### src/rtl/core/hat_pkg.sv
`timescale 1ns / 1ps
`default_nettype none
// Shared types and constants for the header attribute tokenizer.
// No dependencies.
package hat_pkg;
  localparam logic [1:0] KIND_NAME  = 2'd0;
  localparam logic [1:0] KIND_VALUE = 2'd1;
  localparam logic [1:0] KIND_END   = 2'd2;
  localparam logic [1:0] KIND_ERROR = 2'd3;

  localparam logic [1:0] ERR_NAME     = 2'd0;
  localparam logic [1:0] ERR_VALUE    = 2'd1;
  localparam logic [1:0] ERR_QUOTED   = 2'd2;
  localparam logic [1:0] ERR_UNTERM   = 2'd3;

  localparam logic [7:0] CH_EQ     = 8'h3D;
  localparam logic [7:0] CH_SEMI   = 8'h3B;
  localparam logic [7:0] CH_COMMA  = 8'h2C;
  localparam logic [7:0] CH_SPACE  = 8'h20;
  localparam logic [7:0] CH_TAB    = 8'h09;
  localparam logic [7:0] CH_DQUOTE = 8'h22;
  localparam logic [7:0] CH_SQUOTE = 8'h27;

  // Command from the front end to the emitter.
  typedef enum logic [1:0] {
    CMD_ATTR  = 2'd0,
    CMD_ERROR = 2'd1
  } cmd_kind_t;

  typedef struct packed {
    cmd_kind_t  kind;
    logic [4:0] name_len;
    logic [5:0] value_len;
    logic [1:0] code;
  } cmd_t;
endpackage
`default_nettype wire

### src/rtl/core/hat_cmd_fifo.sv
`timescale 1ns / 1ps
`default_nettype none
// Two-entry command queue between the parser front end and the emitter.
// Depends on hat_pkg.
module hat_cmd_fifo
  import hat_pkg::*;
(
  input  wire  clk,
  input  wire  rst,
  input  wire  push,
  input  cmd_t push_cmd,
  output logic full,
  output logic empty,
  input  wire  pop,
  output cmd_t head
);
  cmd_t       mem [2];
  logic       wptr;
  logic       rptr;
  logic [1:0] count;

  assign full  = (count == 2'd2);
  assign empty = (count == 2'd0);
  assign head  = mem[rptr];

  always_ff @(posedge clk) begin
    if (push) begin
      mem[wptr] <= push_cmd;
    end
    if (rst) begin
      wptr  <= 1'b0;
      rptr  <= 1'b0;
      count <= 2'd0;
    end else begin
      if (push) begin
        wptr <= ~wptr;
      end
      if (pop) begin
        rptr <= ~rptr;
      end
      count <= count + {1'b0, push} - {1'b0, pop};
    end
  end
endmodule
`default_nettype wire

### src/rtl/core/hat_emitter.sv
`timescale 1ns / 1ps
`default_nettype none
// Back end: replays buffered name and value bytes of one command, then the end
// or error beat. Reads the front end's stores. Depends on hat_pkg.
module hat_emitter
  import hat_pkg::*;
#(
  parameter int NAME_LIMIT  = 16,
  parameter int VALUE_LIMIT = 32
) (
  input  wire        clk,
  input  wire        rst,
  input  wire        cmd_empty,
  input  cmd_t       cmd,
  output logic       cmd_pop,
  output logic       busy,
  output logic [4:0] name_addr,
  input  wire  [7:0] name_data,
  output logic [5:0] value_addr,
  input  wire  [7:0] value_data,
  output logic       valid,
  input  wire        stall,
  output logic [1:0] item_kind,
  output logic [7:0] out_byte,
  output logic [1:0] error_code,
  output logic       last_of_run
);
  typedef enum logic [1:0] {
    S_IDLE,
    S_NAME,
    S_VALUE,
    S_TAIL
  } state_t;

  state_t     state;
  logic [5:0] idx;
  logic [5:0] idx_next;
  logic       take;

  assign busy       = (state != S_IDLE);
  // Store reads are registered: present the index needed next cycle.
  assign name_addr  = idx_next[4:0];
  assign value_addr = idx_next;
  assign take       = !valid || !stall;
  assign cmd_pop    = take && (state == S_TAIL);

  always_comb begin
    idx_next = idx;
    if (take) begin
      case (state)
        S_IDLE:  idx_next = 6'd0;
        S_NAME:  idx_next = (idx[4:0] >= cmd.name_len) ? 6'd0 : idx + 6'd1;
        S_VALUE: idx_next = (idx >= cmd.value_len) ? idx : idx + 6'd1;
        default: idx_next = idx;
      endcase
    end
  end

  always_ff @(posedge clk) begin
    if (rst) begin
      state <= S_IDLE;
      valid <= 1'b0;
      idx   <= 6'd0;
    end else if (take) begin
      valid <= 1'b0;
      idx   <= idx_next;
      case (state)
        S_IDLE: begin
          if (!cmd_empty) begin
            state <= (cmd.kind == CMD_ERROR) ? S_TAIL : S_NAME;
          end
        end
        S_NAME: begin
          if (idx[4:0] >= cmd.name_len) begin
            state <= S_VALUE;
          end else begin
            valid       <= 1'b1;
            item_kind   <= KIND_NAME;
            out_byte    <= name_data;
            error_code  <= 2'd0;
            last_of_run <= 1'b0;
          end
        end
        S_VALUE: begin
          if (idx >= cmd.value_len) begin
            state <= S_TAIL;
          end else begin
            valid       <= 1'b1;
            item_kind   <= KIND_VALUE;
            out_byte    <= value_data;
            error_code  <= 2'd0;
            last_of_run <= 1'b0;
          end
        end
        S_TAIL: begin
          valid       <= 1'b1;
          item_kind   <= (cmd.kind == CMD_ERROR) ? KIND_ERROR : KIND_END;
          out_byte    <= 8'd0;
          error_code  <= (cmd.kind == CMD_ERROR) ? cmd.code : 2'd0;
          last_of_run <= 1'b1;
          state       <= S_IDLE;
        end
        default: state <= S_IDLE;
      endcase
    end
  end
endmodule
`default_nettype wire

### src/rtl/core/hat_parser.sv
`timescale 1ns / 1ps
`default_nettype none
// Front end: classifies header bytes, fills the name and value stores and
// queues attribute or error commands. Depends on hat_pkg.
module hat_parser
  import hat_pkg::*;
#(
  parameter int NAME_LIMIT  = 16,
  parameter int VALUE_LIMIT = 32
) (
  input  wire        clk,
  input  wire        rst,
  input  wire        valid,
  output logic       stall,
  input  wire  [7:0] header_byte,
  input  wire        end_of_header,
  input  wire        emit_busy,
  input  wire        cmd_full,
  input  wire        cmd_empty,
  output logic       cmd_push,
  output cmd_t       cmd_out,
  input  wire  [4:0] name_raddr,
  output logic [7:0] name_rdata,
  input  wire  [5:0] value_raddr,
  output logic [7:0] value_rdata
);
  typedef enum logic [1:0] {
    M_NAME,
    M_VALUE,
    M_IGNORE
  } mode_t;

  logic [7:0] name_store  [NAME_LIMIT];
  logic [7:0] value_store [VALUE_LIMIT];

  mode_t      mode, mode_next;
  logic       in_quotes, in_quotes_next;
  logic       quote_dbl, quote_dbl_next;
  logic [4:0] name_len, name_len_next;
  logic [5:0] value_len, value_len_next;
  logic [5:0] trim_len, trim_len_next;
  logic       dropping, dropping_next;

  logic       is_ws, is_ctl, is_delim, acc;
  logic       nwr, vwr, push_c, reset_all, err;
  logic [1:0] ecode;
  cmd_t       c;
  logic [7:0] ch;

  assign ch    = header_byte;
  // Buffers are shared with the emitter: wait while it replays.
  assign stall = emit_busy || !cmd_empty || cmd_full;
  assign acc   = valid && !stall;

  always_comb begin
    is_ws    = (ch == CH_SPACE) || (ch >= 8'h09 && ch <= 8'h0D);
    is_ctl   = (ch < 8'h20) || (ch == 8'h7F);
    is_delim = (ch == CH_SEMI) || (ch == CH_COMMA);
    mode_next      = mode;
    in_quotes_next = in_quotes;
    quote_dbl_next = quote_dbl;
    name_len_next  = name_len;
    value_len_next = value_len;
    trim_len_next  = trim_len;
    dropping_next  = dropping;
    nwr = 1'b0;
    vwr = 1'b0;
    push_c = 1'b0;
    err = 1'b0;
    ecode = ERR_NAME;
    reset_all = 1'b0;
    c = '{kind: CMD_ATTR, name_len: name_len, value_len: 6'd0, code: 2'd0};
    if (dropping) begin
      reset_all = end_of_header;
    end else begin
      case (mode)
        M_NAME: begin
          if (ch == CH_EQ) begin
            in_quotes_next = 1'b0;
            quote_dbl_next = 1'b0;
            value_len_next = 6'd0;
            trim_len_next  = 6'd0;
            mode_next      = M_VALUE;
          end else if (is_delim) begin
            if (name_len != 5'd0) begin
              push_c = 1'b1;
              name_len_next = 5'd0;
              value_len_next = 6'd0;
              trim_len_next = 6'd0;
            end
          end else if (!is_ws) begin
            if (is_ctl || 32'(name_len) >= NAME_LIMIT) begin
              err = 1'b1;
              ecode = ERR_NAME;
            end else begin
              nwr = 1'b1;
              name_len_next = name_len + 5'd1;
            end
          end
        end
        M_VALUE: begin
          if (!in_quotes) begin
            if (is_delim) begin
              push_c = 1'b1;
              c.value_len = trim_len;
              name_len_next = 5'd0;
              value_len_next = 6'd0;
              trim_len_next = 6'd0;
              mode_next = M_NAME;
            end else if (value_len == 6'd0 && (ch == CH_SQUOTE || ch == CH_DQUOTE)) begin
              in_quotes_next = 1'b1;
              quote_dbl_next = (ch == CH_DQUOTE);
            end else if (ch == CH_SPACE || ch == CH_TAB) begin
              if (value_len != 6'd0) begin
                if (32'(value_len) >= VALUE_LIMIT) begin
                  err = 1'b1;
                  ecode = ERR_VALUE;
                end else begin
                  vwr = 1'b1;
                  value_len_next = value_len + 6'd1;
                end
              end
            end else if (is_ctl || 32'(value_len) >= VALUE_LIMIT) begin
              err = 1'b1;
              ecode = ERR_VALUE;
            end else begin
              vwr = 1'b1;
              value_len_next = value_len + 6'd1;
              trim_len_next = value_len + 6'd1;
            end
          end else begin
            if (ch == (quote_dbl ? CH_DQUOTE : CH_SQUOTE)) begin
              push_c = 1'b1;
              c.value_len = value_len;
              name_len_next = 5'd0;
              value_len_next = 6'd0;
              trim_len_next = 6'd0;
              in_quotes_next = 1'b0;
              quote_dbl_next = 1'b0;
              mode_next = M_IGNORE;
            end else if (32'(value_len) >= VALUE_LIMIT) begin
              err = 1'b1;
              ecode = ERR_QUOTED;
            end else begin
              vwr = 1'b1;
              value_len_next = value_len + 6'd1;
            end
          end
        end
        M_IGNORE: begin
          if (is_delim) begin
            mode_next = M_NAME;
          end
        end
        default: mode_next = M_NAME;
      endcase
      if (err) begin
        push_c = 1'b1;
        c = '{kind: CMD_ERROR, name_len: 5'd0, value_len: 6'd0, code: ecode};
        if (end_of_header) begin
          reset_all = 1'b1;
        end else begin
          dropping_next = 1'b1;
        end
      end else if (end_of_header) begin
        // A byte ends at most one run, so at most one command per beat.
        reset_all = 1'b1;
        if (name_len_next != 5'd0) begin
          push_c = 1'b1;
          if (mode_next == M_VALUE && in_quotes_next) begin
            c = '{kind: CMD_ERROR, name_len: 5'd0, value_len: 6'd0, code: ERR_UNTERM};
          end else if (mode_next == M_VALUE) begin
            c = '{kind: CMD_ATTR, name_len: name_len_next, value_len: trim_len_next,
                  code: 2'd0};
          end else if (mode_next == M_NAME) begin
            c = '{kind: CMD_ATTR, name_len: name_len_next, value_len: 6'd0, code: 2'd0};
          end else begin
            push_c = 1'b0;
          end
        end
      end
    end
  end

  assign cmd_push = acc && push_c;
  assign cmd_out  = c;

  always_ff @(posedge clk) begin
    name_rdata  <= name_store[name_raddr[$clog2(NAME_LIMIT > 1 ? NAME_LIMIT : 2)-1:0]];
    value_rdata <= value_store[value_raddr[$clog2(VALUE_LIMIT > 1 ? VALUE_LIMIT : 2)-1:0]];
    if (acc && nwr) begin
      name_store[name_len[$clog2(NAME_LIMIT > 1 ? NAME_LIMIT : 2)-1:0]] <= ch;
    end
    if (acc && vwr) begin
      value_store[value_len[$clog2(VALUE_LIMIT > 1 ? VALUE_LIMIT : 2)-1:0]] <= ch;
    end
    if (rst || (acc && reset_all)) begin
      mode      <= M_NAME;
      in_quotes <= 1'b0;
      quote_dbl <= 1'b0;
      name_len  <= 5'd0;
      value_len <= 6'd0;
      trim_len  <= 6'd0;
      dropping  <= 1'b0;
    end else if (acc) begin
      mode      <= mode_next;
      in_quotes <= in_quotes_next;
      quote_dbl <= quote_dbl_next;
      name_len  <= name_len_next;
      value_len <= value_len_next;
      trim_len  <= trim_len_next;
      dropping  <= dropping_next;
    end
  end
endmodule
`default_nettype wire

### src/rtl/core/header_attribute_tokenizer_unit.sv
`timescale 1ns / 1ps
`default_nettype none
// Top level of the header attribute tokenizer: parser, command queue, emitter.
// Depends on hat_pkg, hat_parser, hat_cmd_fifo, hat_emitter.
// A byte that produces no result is taken without a stall. A byte that finishes
// an attribute queues a command; the emitter then replays the stored name and
// value, one beat per cycle while the output is not stalled, then an end beat
// (only an error beat for an error command), and further input is stalled until
// that replay is done, since both sides share the byte stores. Output stalls
// stretch the replay. Outputs are registered.
module header_attribute_tokenizer_unit
  import hat_pkg::*;
#(
  parameter int NAME_LIMIT  = 16,
  parameter int VALUE_LIMIT = 32
) (
  input  wire        clk,
  input  wire        rst,
  input  wire        in_valid,
  output logic       in_stall,
  input  wire  [7:0] header_byte,
  input  wire        end_of_header,
  output logic       out_valid,
  input  wire        out_stall,
  output logic [1:0] item_kind,
  output logic [7:0] out_byte,
  output logic [1:0] error_code,
  output logic       last_of_run
);
  cmd_t       push_cmd, head;
  logic       push, pop, full, empty, busy;
  logic [4:0] name_addr;
  logic [5:0] value_addr;
  logic [7:0] name_data, value_data;

  hat_parser #(.NAME_LIMIT(NAME_LIMIT), .VALUE_LIMIT(VALUE_LIMIT)) u_parser (
    .clk(clk), .rst(rst), .valid(in_valid), .stall(in_stall),
    .header_byte(header_byte), .end_of_header(end_of_header),
    .emit_busy(busy), .cmd_full(full), .cmd_empty(empty),
    .cmd_push(push), .cmd_out(push_cmd),
    .name_raddr(name_addr), .name_rdata(name_data),
    .value_raddr(value_addr), .value_rdata(value_data)
  );

  hat_cmd_fifo u_fifo (
    .clk(clk), .rst(rst), .push(push), .push_cmd(push_cmd),
    .full(full), .empty(empty), .pop(pop), .head(head)
  );

  hat_emitter #(.NAME_LIMIT(NAME_LIMIT), .VALUE_LIMIT(VALUE_LIMIT)) u_emit (
    .clk(clk), .rst(rst), .cmd_empty(empty), .cmd(head), .cmd_pop(pop),
    .busy(busy), .name_addr(name_addr), .name_data(name_data),
    .value_addr(value_addr), .value_data(value_data),
    .valid(out_valid), .stall(out_stall), .item_kind(item_kind),
    .out_byte(out_byte), .error_code(error_code), .last_of_run(last_of_run)
  );
endmodule
`default_nettype wire

### config.mk
export PLATFORM = sky130hd
export DESIGN_NAME = header_attribute_tokenizer_unit
export DESIGN_NICKNAME = d
export VERILOG_FILES = /design/src/rtl/core/hat_pkg.sv /design/src/rtl/core/hat_cmd_fifo.sv /design/src/rtl/core/hat_emitter.sv /design/src/rtl/core/hat_parser.sv /design/src/rtl/core/header_attribute_tokenizer_unit.sv
export SDC_FILE = /design/constraint.sdc
export NUM_CORES = 1
export LEC_CHECK = 0
export BUFFER_PORTS_ARGS = -buffer_cell sky130_fd_sc_hd__buf_4
export CAP_MARGIN = 20
export CELL_PAD_IN_SITES_DETAIL_PLACEMENT = 1
export CELL_PAD_IN_SITES_GLOBAL_PLACEMENT = 2
export CORE_MARGIN = 4
export CORE_UTILIZATION = 48
export CTS_CLUSTER_DIAMETER = 100
export DETAILED_ROUTE_END_ITERATION = 10
export GPL_TIMING_DRIVEN = 0
export PLACE_DENSITY_LB_ADDON = 0.25
export SYNTH_ARGS = -nofsm -noshare
export SYNTH_HDL_FRONTEND = slang
export SYNTH_HIERARCHICAL = 1
export SYNTH_SLANG_ARGS = --single-unit
### constraint.sdc
create_clock -name clk -period 5.2 [get_ports clk]
set_input_delay 0.78 -clock clk [delete_from_list [all_inputs] [get_ports clk]]
set_output_delay 0.78 -clock clk [all_outputs]
set_load 0.01 [all_outputs]
; ---- Yosys cells after proc, flatten, opt, wreduce, memory -nomap -nowiden
; Memory sizes are Yosys's and may differ from the RTL's. A register that Yosys moved wholly into a read port is not among the register bits.
; Cells that the tools add are included.
[classes]
n_eq_ne = 31
add_sub_neg = 5
n_bitwise = 4
reduce_logical = 42
mux = 155
magnitude_cmp = 7
[ops]
columns = operator, count
row1 = 6-bit 2-to-1 mux, 26
row2 = 15-bit 2-to-1 mux, 6
row3 = 1-bit 2-to-1 mux, 73
row4 = 5-bit 2-to-1 mux, 10
row5 = "8-bit by 6-bit equality test with 1-bit output, second input constant", 6
row6 = 2-bit 2-to-1 mux, 21
row7 = 6-bit case mux with 2 select lines, 2
row8 = 8-bit case mux with 3 select lines, 1
row9 = 2-bit case mux with 3 select lines, 3
row10 = 6-bit case mux with 3 select lines, 1
row11 = 8-bit 2-to-1 mux, 2
row12 = 13-bit 2-to-1 mux, 1
row13 = "6-bit by 1-bit adder with 6-bit output, second input constant", 2
row14 = 1-bit logical OR, 11
row15 = 5-bit case mux with 2 select lines, 1
row16 = 5-bit nonzero test, 2
row17 = 1-bit logical AND, 9
row18 = "3-bit by 1-bit inequality test with 1-bit output, second input constant", 3
row19 = "2-bit by 1-bit equality test with 1-bit output, second input constant", 4
row20 = "2-bit equality test, second input constant", 4
row21 = "8-bit by 4-bit equality test with 1-bit output, second input constant", 1
row22 = "8-bit by 7-bit equality test with 1-bit output, second input constant", 1
row23 = 8-bit equality test, 1
row24 = "8-bit by 4-bit greater-or-equal comparator with 1-bit output, second input constant", 1
row25 = other kinds (33), 52
[word_totals]
ff_bits = 48
ramBits = 414
in_bits = 13
out_inout_bits = 15
mem_count = 3
[mem_list]
columns = name, words, width, rd, rd_clocked_by_memory_dff, write_ports, line
row1 = u_parser.value_store, 32, 8, 1, 1, 1, hat_parser.sv:34  ; logic [7:0] value_store [VALUE_LIMIT];
row2 = u_parser.name_store, 16, 8, 1, 1, 1, hat_parser.sv:33  ; logic [7:0] name_store [NAME_LIMIT];
row3 = u_fifo.mem, 2, 15, 1, 1, 1, hat_cmd_fifo.sv:17  ; cmd_t mem [2];

; ---- Longest topological paths before layout
[logic_depth]
depth_word = 17
ltp_mapped = 17

; ---- Modules after synthesis
; Netlist, hierarchy kept.
[by_module_without_submodules]
columns = mod, cells_each, seq_area_each_um2, area_per_inst_um2, n_inst
row1 = hat_parser, 951, 12291.8, 17443.0, 1
row2 = hat_emitter, 157, 540.5, 1481.4, 1
row3 = hat_cmd_fifo, 68, 1001.0, 1355.0, 1

; ---- Worst setup path before layout
; No wires, ideal clock.
[synth_path]
path_kind = reg-to-reg
from = reg (tool-made name)
to = reg u_parser.value_rdata[0] (read register of u_parser.value_store)
arrival_ns = 4.464
setup_ns = 0.121
synth_period_minus_slack_ns = 4.585
required_time_ns = 5.079
slack_ns = 0.615
stages_incl_launch_ff = 18
path_cell_list = dfxtp_1 -> buf_6 -> buf_12 -> mux2_4 -> inv_1 -> ha_1 -> a21oi_1 -> nand2_1 -> o2bb2ai_2 -> o32a_4 -> nand2b_1 -> mux2i_1 -> buf_4 -> clkbuf_1 -> buf_1 -> mux4_2 -> mux4_2 -> mux2_2
[synth_rtl]
columns = item, line
row1 = "end, declared", hat_parser.sv:25  ; output logic [7:0] value_rdata

==> impl_metrics.env <==
export IMPL_syn2layout_area_growth_pct=12.7
export IMPL_path_class="reg -> reg"
export IMPL_synth_nets=1213
export IMPL_grt_ovfl_total=0
export IMPL_dieWidth_um=213
export IMPL_path_cells="buf_6 > buf_12 > mux2_4 > inv_1 > ha_1 > a21o_1 > a31oi_1 > o21ai_1 > o32a_4 > nand2b_1 > mux2i_1 > buf_4 > clkdlybuf4s15_2 > mux4_2 > mux4_2 > mux2_2"
export IMPL_fp_dieH_um=213
export IMPL_post_cts_buffers=0
export IMPL_place_area_um2=21200
export IMPL_grt_max_degree=58
export IMPL_fin_area_um2=22800
export IMPL_grt_pass1_wl_mm=73.0
export IMPL_tightest_slew_ns=1.09
export IMPL_p_switching_w=0.00291
export IMPL_fp_coreArea_um2=41900
export IMPL_dp_cells=1743
export IMPL_endpoint_kind="flip-flop"
export IMPL_cp_arrival_ns=5.31
export IMPL_hold_class="in -> reg"
export IMPL_max_freq_mhz=207
export IMPL_cp_slowest_stage_delay_ns=0.60
export IMPL_comb_power_share_pct=24.1
export IMPL_avgSynthCellArea_um2=17.3
export IMPL_grt_setup_unrepaired="false"
export IMPL_final_core_util_pct=54.5
export IMPL_dr_pass1_iters=4
export IMPL_diodes=0
export IMPL_fillers=3859
export IMPL_skew_ns=0.0195
export IMPL_vias=10963
export IMPL_cts_sinks=478
export IMPL_final_cells=1831
export IMPL_hold_path_startpoint="rst"
export IMPL_antenna_found_initial=0
export IMPL_totalWireLength_mm=47.6
export IMPL_cap_violations=0
export IMPL_worst_path_max_delay_cell="mux4_2"
export IMPL_drc_errors=0
export IMPL_nets=1293
export IMPL_port_buffers=26
export IMPL_worstHoldPathCells=2
export IMPL_sequentialPowerShare_pct=42.9
export IMPL_hold_worst_slack_ns=0.479
export IMPL_syn_inst=1173
export IMPL_ctsHoldBuffers=0
export IMPL_routedWlPerCell_um=26.0
export IMPL_cp_max_fo=10
export IMPL_insertion_delay_ns=0.59
export IMPL_root_buffer="clkbuf_16"
export IMPL_initial_core_util_pct=48.4
export IMPL_cp_required_ns=5.67
export IMPL_grt_pass1_vias=11514
export IMPL_dieArea_um2=45600
export IMPL_power_density_nw_per_um2=462
export IMPL_gp_congestion=0.802
export IMPL_cts_max_path_buffers=3
export IMPL_total_power_w=0.0106
export IMPL_io_pins=28
export IMPL_r2r_cells=16
export IMPL_cts_clk_slew_worst_paths_ns=0.06
export IMPL_synth_area_um2=20300
export IMPL_fin_crit_sh_pct=93.1
export IMPL_p_leak_nw=7.41
export IMPL_internal_power_w=0.00764
export IMPL_finalSetupViolations=0
export IMPL_cts_buffers=49
export IMPL_drive_gt1_share_pct=24.3
export IMPL_switching_share_pct=27.6
export IMPL_outcome="finished, final reports clean"
export IMPL_cts_resized=18
export IMPL_clockPowerShare_pct=33.0
export IMPL_tritoncts="built"
export IMPL_slew_violations=0
export IMPL_min_period_ns=4.84
export IMPL_yosysWarnings=6
export IMPL_rows=75
export IMPL_via_per_inst=5.99
export IMPL_h_tree_depth=2
export IMPL_peakVddDrop_mv=0.214
export IMPL_cp_start_kind="flip-flop"
export IMPL_drtIter0Drc=806
export IMPL_hpwl_mm=32.3
export IMPL_slew_headroom_pct=27.0
export IMPL_finalHoldViolCount=0
export IMPL_antenna_left=0
export IMPL_crit_path_frequent_cell="mux4_2"
export IMPL_grt_usage_pct=21.5
-- per-stage QoR --
stage                     setup WS (ns)  setup TNS [ns]
final                             0.358               0
after global routing            0.00481               0
after CTS                        0.0150               0
after detailed placement         -0.521          -34.79
after global placement           -0.555          -13.50
after floorplan                   0.620               0
-- sequential cells by signal, summed over array words and instances (netlist names), named ones only --
name	count
u_parser/name_len	5
u_fifo/rptr	1
u_fifo/wptr	1
u_emit/item_kind	2
u_emit/valid	1
u_parser/name_store	128
u_emit/idx	6
u_emit/out_byte	8
u_parser/quote_dbl	1
u_parser/value_store	256
u_emit/error_code	2
u_emit/state	2
u_fifo/count	2
u_parser/dropping	1
u_parser/mode	2
u_parser/in_quotes	1
u_fifo/mem	30
u_parser/trim_len	6
u_parser/value_rdata	8
u_parser/value_len	6
u_parser/name_rdata	8
-- cell type report --
type                            count  area, µm²  share of cell area [%]
Sequential cell                   478      13800                    60.6
Timing Repair Buffer               31        226                   0.992
Buffer                             62        438                    1.92
Multi-Input combinational cell    596       5920                    25.9
Inverter                           35        131                   0.576
Tap cell                          539        674                    2.95
Clock buffer                       69       1370                    6.01
Clock inverter                     21        231                    1.01
-- cell usage in the layout (no fill, tap or decap), types with 4 or more instances in the layout --
master,n
mux2i_1,5
a211oi_1,10
buf_1,6
inv_1,35
nor3b_1,5
and3_1,7
edfxtp_1,426
nor2b_1,5
clkbuf_2,7
buf_6,9
nor3_1,18
clkinv_2,7
clkdlybuf4s15_2,6
ha_1,27
buf_4,38
dfxtp_1,52
clkbuf_16,49
mux2_4,10
a22oi_1,11
a21oi_1,33
clkbuf_1,27
o21ai_0,20
clkbuf_8,7
a22o_1,13
bufinv_16,4
mux2_2,13
and2_1,6
clkinv_1,4
buf_2,7
nand3b_1,4
mux4_2,120
nand2_1,58
o211ai_1,9
nand3_1,21
xnor2_1,5
nor2_1,91
nand2b_1,9
a32o_1,9
-- path summary, 6_finish.rpt --
check	end	slack, ns
min reg2reg	u_parser/trim_len[3]$_SDFFE_PP0P_	0.48
min	u_fifo/count[1]$_SDFF_PP0_	0.48
max reg2reg	u_parser/value_rdata[4]$_DFF_P_	0.36
max	u_parser/value_rdata[4]$_DFF_P_	0.36
-- power by group through the flow --
stage | sequential, W | combinational (W) | clock [W]
final | 0.00452 | 0.00254 | 0.00348
after global routing | 0.00454 | 0.00276 | 0.00376
after CTS | 0.00452 | 0.00256 | 0.00357
after detailed placement | 0.00460 | 0.00252 | 0
after global placement | 0.00459 | 0.00247 | 0
after floorplan | 0.00458 | 0.00174 | 0
-- per-layer routing --
layer	up-vias	wire (µm)	track usage (%)
li1	4863	-	-
met5	-	0	0
met4	0	1050	5.16
met3	69	2920	4.51
met1	5734	20800	30.9
met2	297	22800	34.3
-- critical path, delay by kind of cell (launching register included) --
family                   cells  cell delay [ns]
multiplexers                 5             2.01
AO/OA/AOI/OAI                4             0.79
flip-flops                   1             0.33
adder cells (fa/ha/maj)      1             0.24
AND/OR/NAND/NOR              1             0.19
buffers and inverters        5             1.17
Power figures use the tool's default switching activity.
